$ cat src/hdl/tcw_pkg.sv
// Package of the text console: geometry, character codes, kinds and the cursor step type.
// Used by the cursor decoder, the top level and the checker; depends on nothing.
`timescale 1ns / 1ps

package tcw_pkg;

   localparam int COLUMNS = 80;
   localparam int ROWS    = 25;
   localparam int CELLS   = ROWS * COLUMNS;

   // field widths of the ports
   localparam int ROW_W  = 5;
   localparam int COL_W  = 7;
   localparam int POS_W  = 11;
   localparam int IDX_W  = 11;
   localparam int CHAR_W = 8;
   localparam int ATTR_W = 8;
   localparam int CELL_W = CHAR_W + ATTR_W;
   localparam int CNT_W  = $clog2(CELLS);

   localparam int TAB_STEP = 8;

   localparam logic [CHAR_W-1:0] CH_BACKSPACE = 8'h08;
   localparam logic [CHAR_W-1:0] CH_TAB       = 8'h09;
   localparam logic [CHAR_W-1:0] CH_LF        = 8'h0A;
   localparam logic [CHAR_W-1:0] CH_CR        = 8'h0D;
   localparam logic [CHAR_W-1:0] CH_BLANK     = 8'h20;

   localparam logic [ATTR_W-1:0] RESET_COLOR = 8'h07;

   localparam logic [1:0] KIND_WRITE = 2'd0;
   localparam logic [1:0] KIND_CLEAR = 2'd1;
   localparam logic [1:0] KIND_READ  = 2'd2;

   typedef struct packed {
      logic              wr_en;
      logic [COL_W-1:0]  wr_col;
      logic [CHAR_W-1:0] wr_char;
      logic [ROW_W-1:0]  next_row;
      logic [COL_W-1:0]  next_col;
      logic              scroll;
   } cursor_step_type;

   function automatic logic [CNT_W-1:0] cell_addr(input logic [ROW_W-1:0] row,
                                                  input logic [COL_W-1:0] col);
      cell_addr = CNT_W'(int'(row) * COLUMNS + int'(col));
   endfunction

endpackage

$ cat src/hdl/tcw_cursor.sv
// Cursor step decoder: new cursor, cell write and scroll request for one written byte.
// Depends on tcw_pkg.
`timescale 1ns / 1ps

module tcw_cursor
   import tcw_pkg::*;
(
   input  logic [ROW_W-1:0]  cur_row,
   input  logic [COL_W-1:0]  cur_col,
   input  logic [CHAR_W-1:0] char_code,
   output cursor_step_type   step
);

   logic [COL_W:0]   tab_col;
   logic             last_row;
   logic [ROW_W-1:0] adv_row;

   assign tab_col  = {1'b0, cur_col} + (COL_W + 1)'(TAB_STEP);
   assign last_row = (cur_row == ROW_W'(ROWS - 1));
   assign adv_row  = last_row ? cur_row : cur_row + ROW_W'(1);

   always_comb begin
      step          = '0;
      step.next_row = cur_row;
      step.next_col = cur_col;
      step.wr_col   = cur_col;
      step.wr_char  = char_code;
      unique case (char_code)
         CH_BACKSPACE: begin
            if (cur_col != '0) begin
               step.wr_en    = 1'b1;
               step.wr_col   = cur_col - COL_W'(1);
               step.wr_char  = CH_BLANK;
               step.next_col = cur_col - COL_W'(1);
            end
         end
         CH_TAB: begin
            if (tab_col > (COL_W + 1)'(COLUMNS - 1)) begin
               step.next_col = COL_W'(COLUMNS - 1);
            end else begin
               step.next_col = tab_col[COL_W-1:0];
            end
         end
         CH_LF: begin
            step.next_col = '0;
            step.next_row = adv_row;
            step.scroll   = last_row;
         end
         CH_CR: begin
            step.next_col = '0;
         end
         default: begin
            step.wr_en = 1'b1;
            if (cur_col == COL_W'(COLUMNS - 1)) begin
               step.next_col = '0;
               step.next_row = adv_row;
               step.scroll   = last_row;
            end else begin
               step.next_col = cur_col + COL_W'(1);
            end
         end
      endcase
   end

endmodule

$ cat config.mk
export PLATFORM = sky130hd
export DESIGN_NAME = tcw_cursor
export DESIGN_NICKNAME = d
export VERILOG_FILES = /design/src/hdl/tcw_pkg.sv /design/src/hdl/tcw_cursor.sv
export SDC_FILE = /design/constraint.sdc
export NUM_CORES = 1
export LEC_CHECK = 0
export BUFFER_PORTS_ARGS = -buffer_cell sky130_fd_sc_hd__buf_2
export CORE_MARGIN = 2
export CORE_UTILIZATION = 50
export DETAILED_ROUTE_END_ITERATION = 8
export GPL_ROUTABILITY_DRIVEN = 0
export PLACE_DENSITY = 0.88
export REMOVE_ABC_BUFFERS = 1
export SYNTH_ARGS = -nofsm -noshare
export SYNTH_HDL_FRONTEND = slang
export SYNTH_SLANG_ARGS = --single-unit
$ cat constraint.sdc
create_clock -name vclk -period 3.4
set_clock_uncertainty 0.2 [all_clocks]
set_input_delay 0.17 -clock vclk [all_inputs]
set_output_delay 0.17 -clock vclk [all_outputs]
set_load 0.05 [all_outputs]
==> summary by stage, run 1 <==
Detailed routing
After detailed routing, the total wire length is 2.691 mm. The antenna violation net count after detailed routing is 0. After detailed routing, the average wire length per cell comes to 13.52 µm. The met3 routed wirelength is 238 µm. In the routed layout, each cell is associated on average with a via count of 6.126. The routed layout has 1,219 vias. The detailed-router iteration count before antenna repair is 4. The length of routed met2 wiring is 1.348 mm.

The post-route DRC violation count is 0. The first routing iteration left 48 violations. For this block, wires on met1 add up to 1.103 mm. The top metal layer carrying routed signals is met3.

Clock tree
Post-CTS timing repair inserted 0 buffers for setup. Hold repair after CTS inserted 0 buffers. Gates resized during post-CTS repair numbered 0.

Power and ir drop
For this design the static power due to leakage is 0.5214 nW. The peak ir drop on the vdd network is 0.09520 mV. The total power density per cell area is 159.4 nW/µm². The design draws 178.7 µW.

Floorplan
The initial core utilization is 53.48%. Row generation in the floorplan step produced 15 rows. The area of the die is 2207 µm². The floorplan step set the die height to 46.98 µm. The number of top-level pins is 49. The total area inside the core boundary comes to 1727 µm². The die is 46.98 µm wide.

Yosys
The synthesized area per cell is 6.740 µm². The share of the synthesized area in the top cell type is 9.485%. By area the synthesized netlist is led by sky130_fd_sc_hd__ha_1 (9.5%), sky130_fd_sc_hd__nand2_1 (5.3%), sky130_fd_sc_hd__a21oi_1 (4.9%). For this run, the number of Yosys warnings is 0. The combined area of all synthesized cells is 923.4 µm². The synthesized netlist cell count is 137.

The number of distinct library cell variants in the gate-level netlist after synthesis is 48. The sequential fraction of the synthesis area is 0%. The largest total area in the synthesized netlist belongs to sky130_fd_sc_hd__ha_1.

Cells and area
The fill cell instance count of the final layout is 157. The clock buffer instance count of the final layout is 0. There are 0 flip-flops and latches. From synthesis to final layout, the design area changed by 21.41%. The fraction of final layout cells sized beyond drive strength 1 is 36.78%. In the final design database the tool counted 203 nets. Once layout is done, the placed cells without fillers occupy 1121 µm². Across the whole layout, storage elements account for 0 µm². Once layout is complete, the utilization of the core stands at 64.93%. The number of antenna diodes in the final layout is 0.

Worst hold path
The depth of the worst hold-timing path is 2. The startpoint identified for the worst hold timing path is char_code[7]. The worst hold path class is primary input to output pin.

Timing
Setup violations remaining at the end of the flow were counted as 0. The tightest hold margin is 453.6 ps. The summed negative setup slack over all endpoints is 0 ps.

Subtracting the final worst setup slack from the clock period gives 2521 ps. The final max-slew violation count is 0. The ratio of final minimum period to clock period is 74.14%. At the pin with the least slew margin, the transition time is 569.6 ps. Static timing analysis puts the maximum clock frequency at 396.7 MHz. Setup repair after global routing left no endpoint under its margin.

The count of endpoints failing hold in the final timing report is 0. Headroom to the max-slew limit came out at 61.74%.

Global route
Entering global routing, the biggest net connects 13 pins. The global route total overflow is 0. The number of global-route vias before repair came to 992. The first global-routing pass estimated 4.105 mm of wire.

The number of antenna violations at the first check in global routing was 0. Global routing used 24.67% of the available tracks.

Setup path
The category of the worst setup path launch point is a primary input. The first element of the critical path is cur_col[4]. The largest fanout of any net on the critical path is 12. Data on the critical path arrives at its endpoint at 2150 ps.

The capturing element type of the critical path is an output pin. Data on the critical path is required at its endpoint by 3030 ps. The kind of critical path is primary input to output pin.

Run
Across the run, the number of max-cap violations was 0.

Outcome
The flow ran to the end, and the final reports show no timing, DRC or antenna violations.

Place
Summing all placed instances gives a cell area of 1121 µm². The count of port buffers added during placement is 49. Once detailed placement completed, the half-perimeter wirelength came to 2.201 mm.
worst paths after layout:
| check | end | slack (ps) |
|---|---|---|
| setup / recovery | step[3] | 880 |
| hold / removal | step[20] | 450 |
cell type report:
| cell class | count | area, µm² | share of cell area, % |
|---|---|---|---|
| repair buffers | 49 | 245.2 | 21.87 |
| well taps | 25 | 31.28 | 2.790 |
| multi-input cells | 117 | 814.5 | 72.66 |
| inverters | 8 | 30.03 | 2.679 |
worst max-delay path: stages:
cell and delay [ps]:
sky130_fd_sc_hd__buf_2 200, sky130_fd_sc_hd__inv_1 110, sky130_fd_sc_hd__ha_1 320, sky130_fd_sc_hd__nand2b_1 120, sky130_fd_sc_hd__a21oi_1 60, sky130_fd_sc_hd__or3b_2 540, sky130_fd_sc_hd__nor4b_1 180, sky130_fd_sc_hd__nor3_1 170
sky130_fd_sc_hd__buf_2 280
metrics by stage:
stage	instances	worst slack [ps]
floorplan	125	178.9
global placement	199	935.4
finish	199	879.4
global route	199	750.3
CTS	199	894.5
detailed placement	199	893.0
cells in the mapped netlist, types with 3 or more instances:
cell and number:
sky130_fd_sc_hd__a31oi_1 5, sky130_fd_sc_hd__nand3_1 6, sky130_fd_sc_hd__o221ai_1 3, sky130_fd_sc_hd__nor3_1 5
sky130_fd_sc_hd__buf_6 3, sky130_fd_sc_hd__inv_1 8, sky130_fd_sc_hd__o21ai_0 7, sky130_fd_sc_hd__and2_1 4
sky130_fd_sc_hd__clkbuf_1 6, sky130_fd_sc_hd__nor2_1 8, sky130_fd_sc_hd__nand2_1 13, sky130_fd_sc_hd__nand2b_1 3
sky130_fd_sc_hd__or3b_2 3, sky130_fd_sc_hd__ha_1 7, sky130_fd_sc_hd__a21oi_1 9, sky130_fd_sc_hd__and3_1 4
sky130_fd_sc_hd__xnor2_1 5
routing by layer:
metal	track usage, %	vias to the layer above
li1	-	580
met1	31.82	570
met2	45.75	69
met3	1.538	0
met4	3.333	0
met5	0	-
layout by cell type (no fill, tap or decap), types with 2 or more instances in the layout:
| cell type | instances |
|---|---|
| sky130_fd_sc_hd__and3_1 | 4 |
| sky130_fd_sc_hd__buf_2 | 49 |
| sky130_fd_sc_hd__a21o_1 | 2 |
| sky130_fd_sc_hd__and2_1 | 4 |
| sky130_fd_sc_hd__xor2_1 | 2 |
| sky130_fd_sc_hd__nor2_1 | 8 |
| sky130_fd_sc_hd__inv_1 | 8 |
| sky130_fd_sc_hd__nor3b_1 | 2 |
| sky130_fd_sc_hd__nor3_1 | 5 |
| sky130_fd_sc_hd__a221o_1 | 2 |
| sky130_fd_sc_hd__o2111ai_1 | 2 |
| sky130_fd_sc_hd__ha_1 | 7 |
| sky130_fd_sc_hd__nand2_1 | 13 |
| sky130_fd_sc_hd__mux2_2 | 2 |
| sky130_fd_sc_hd__nand2b_1 | 3 |
| sky130_fd_sc_hd__nand3_1 | 6 |
| sky130_fd_sc_hd__a21oi_1 | 9 |
| sky130_fd_sc_hd__or3b_2 | 3 |
| sky130_fd_sc_hd__o221ai_1 | 3 |
| sky130_fd_sc_hd__xnor2_1 | 5 |
| sky130_fd_sc_hd__o21ai_0 | 7 |
| sky130_fd_sc_hd__nor3_2 | 2 |
| sky130_fd_sc_hd__a31oi_1 | 5 |
where the power goes:
part | total [mW] | internal [mW] | switching [mW]
registers | 0 | 0 | 0
clock network | 0 | 0 | 0
logic | 0.179 | 0.0506 | 0.128
cell families (layout without fill, tap and decap cells):
kind of cell    Yosys count  in the layout  share of synthesized area [%]
xor+xnor                  7              7                          6.640
simple gates             60             60                          38.62
mux                       2              2                          2.439
buf+inv                  20             57                          11.79
compound gates           41             41                          31.03
fa+ha+maj                 7              7                          9.485
Note: power is estimated with default switching activity, not from simulation.
==> run 2, diff against run 1 <==
CORE_UTILIZATION = 44   (was 50)
PLACE_DENSITY = 0.82   (was 0.88)
clock period = 2.1 ns   (was 3.4 ns; I/O delays follow)
==> run 2 against run 1 <==
  * The run now ends with negative setup slack left
  * Global-route usage is 3.1 points higher
  * Count of clock-buffer cells in the layout stayed put
  * First-iteration DRC count is 2.1% lower
  * Total power is 110% higher
  * Design area is 47% higher
  * Wire length is 45% higher
  * Setup slack worse by 920 ps
  * Via count is 17% higher
  * Combinational power is 110% higher
  * Sequential share of layout area stayed put
  * Utilization is 19 points higher
  * Critical endpoint is now step[4]
==> summary by stage, run 2 (synthesized netlist as in run 1, its figures left out) <==
Setup path
The largest fanout of any net on the critical path is 6 (-6). The arrival time at the worst endpoint is 1830 ps (-320 ps). The kind of critical path is primary input to output pin. The capturing element type of the critical path is an output pin. The required time of the critical path is 1790 ps (-1240 ps).

The category of the worst setup path launch point is a primary input.

Timing
For this run, the top clock speed supported by timing is 467.7 MHz. The count of endpoints failing hold in the final timing report is 0 (unchanged). The transition time at the pin with the least slew margin came to 423.5 ps (-146.1 ps). The final max-slew violation count is 0 (unchanged). The total of endpoints with negative setup slack in the final report was 3 (+3). The slack of the critical path came to -38.13 ps (-917.5 ps). The summed negative setup slack over all endpoints is -66.31 ps (-66.31 ps). The tightest hold margin is 329.8 ps (-123.8 ps). Counting I/O delays and the setup requirement, the final critical path takes 2138 ps. The worst path uses 101.8% of the clock period.

Setup repair after global routing could not meet its margin everywhere. The headroom to the max-slew limit was 71.55% (+9.8 points).

Detailed routing
The mean routed wirelength per cell came to 16.65 µm (+23%). The ratio of routed vias to standard cells is 6.060 (-1.1%). The detailed-router iteration count before antenna repair is 4 (unchanged). The total routed wirelength was 3.913 mm (+45%). The DRC violation total after the first TritonRoute iteration was 47 (-2.1%).

The number of vias in the routed layout is 1,424 (+17%). The antenna violation net count after detailed routing is 0 (unchanged). The post-route DRC violation count is 0 (unchanged).

Cells and area
Compared with the post-synthesis result, the final layout area differs by 77.91%. The most common cell after layout, fill and taps aside is sky130_fd_sc_hd__buf_4. The number of sequential cells in the layout is 0 (unchanged). The combined flip-flop and latch cell area came to 0 µm² (unchanged). In the layout the commonest cells are sky130_fd_sc_hd__buf_4 (37), sky130_fd_sc_hd__buf_2 (31), sky130_fd_sc_hd__buf_6 (13). The area of all placed cells without fillers came to 1643 µm² (+47%). The fraction of final layout cells sized beyond drive strength 1 is 56.25% (+19 points). The clock buffer instance count of the final layout is 0 (unchanged).

The net count of the finished layout came to 237 (+17%). The number of antenna diodes is 0 (unchanged).

Floorplan
The core footprint is 1962 µm² (+14%). The area of the die is 2481 µm² (+12%). The overall die width is 49.81 µm (+6.0%).

The number of top-level pins came to 49 (unchanged). The number of core rows was 16 (+1). The overall die height is 49.81 µm (+6.0%). The initial core utilization was 47.07% (-6.4 points).

Global route
The global route total overflow is 0 (unchanged). The largest net degree at the start of global routing is 13 (unchanged). The number of antenna violations at the first check in global routing is 0 (unchanged). The number of global-route vias before repair came to 1,379 (+39%).

The first-pass GRT wire length is 5.589 mm (+36%). The global-route usage over all layers is 27.80% (+3.1 points).

Place
The count of port buffers added during placement is 49 (unchanged). The HPWL after detailed placement came to 2.736 mm (+24%). The setup slack after placement is -174.1 ps (-1067 ps).

The placed standard-cell area is 1349 µm² (+20%).

Power and ir drop
The net switching power figure was 239.7 µW (+87%). The total power after layout is 380.0 µW (+110%). The internal power component is 140.3 µW (+180%).

The static power due to leakage is 0.7549 nW (+45%). The combinational power share came to 100.0% (about the same). The peak ir drop on the vdd network came to 0.1849 mV (+94%). The total power density per cell area is 231.3 nW/µm² (+45%). The part of the power in the clock network is 0% (unchanged).

The net switching share of the total power is 63.07% (-8.6 points). The proportion of power drawn by flip-flops and latches came to 0% (unchanged).

Run
The count of max-cap constraint violations is 0 (unchanged).

Worst hold path
The worst hold path class is primary input to output pin.

Outcome
The run finished, with violations left. The checks that failed: negative setup slack.
-- run 2: changes by cell type in the layout (fill, tap and decap cells not counted), sizes merged --
cell,before,now
buf,49,81
clkbuf,0,2
-- run 2: worst paths after layout --
check         start        to  slack (ps)  cells after the start
max    char_code[6]   step[4]         -40                      7
min    char_code[7]  step[20]         330                      2
-- run 2: worst max-delay path, cell delays in order --
cell and delay (ps):
sky130_fd_sc_hd__buf_6 90, sky130_fd_sc_hd__or4_4 550, sky130_fd_sc_hd__or3_4 450, sky130_fd_sc_hd__a21oi_4 160, sky130_fd_sc_hd__a221o_1 170, sky130_fd_sc_hd__a21o_1 150, sky130_fd_sc_hd__buf_6 160
-- run 2: metrics by stage --
stage               util (%)  std cells
floorplan                  -        125
global placement       68.75        231
finish                 83.74        235
global route           83.74        235
CTS                    70.66        231
detailed placement     68.75        231
-- run 2: final cells by class --
| cell class | instances | area (µm²) |
|---|---|---|
| fillers | 118 | 319.1 |
| inverters | 8 | 30.03 |
| multi-input cells | 117 | 984.7 |
| repair buffers | 83 | 594.3 |
| well taps | 27 | 33.78 |
-- run 2: power groups by stage --
stage	clock [mW]	sequential, mW	combinational, mW
CTS	0	0	0.330
global route	0	0	0.399
floorplan	0	0	0.178
global placement	0	0	0.308
finish	0	0	0.380
detailed placement	0	0	0.319
-- run 2: timing repair --
action,CTS,global route
hold buffers,0,0
setup buffers,0,4
pin swaps,0,10
resized for setup,12,55
setup endpoints to repair,11,19
hold endpoints to repair,0,0
-- run 2: layer usage --
metal	vias to the layer above	track usage, %	share of wire [%]
li1	654	-	-
met1	665	28.62	37
met2	89	57.33	54
met3	16	1.818	5.2
met4	0	9.259	4.1
met5	-	0	0
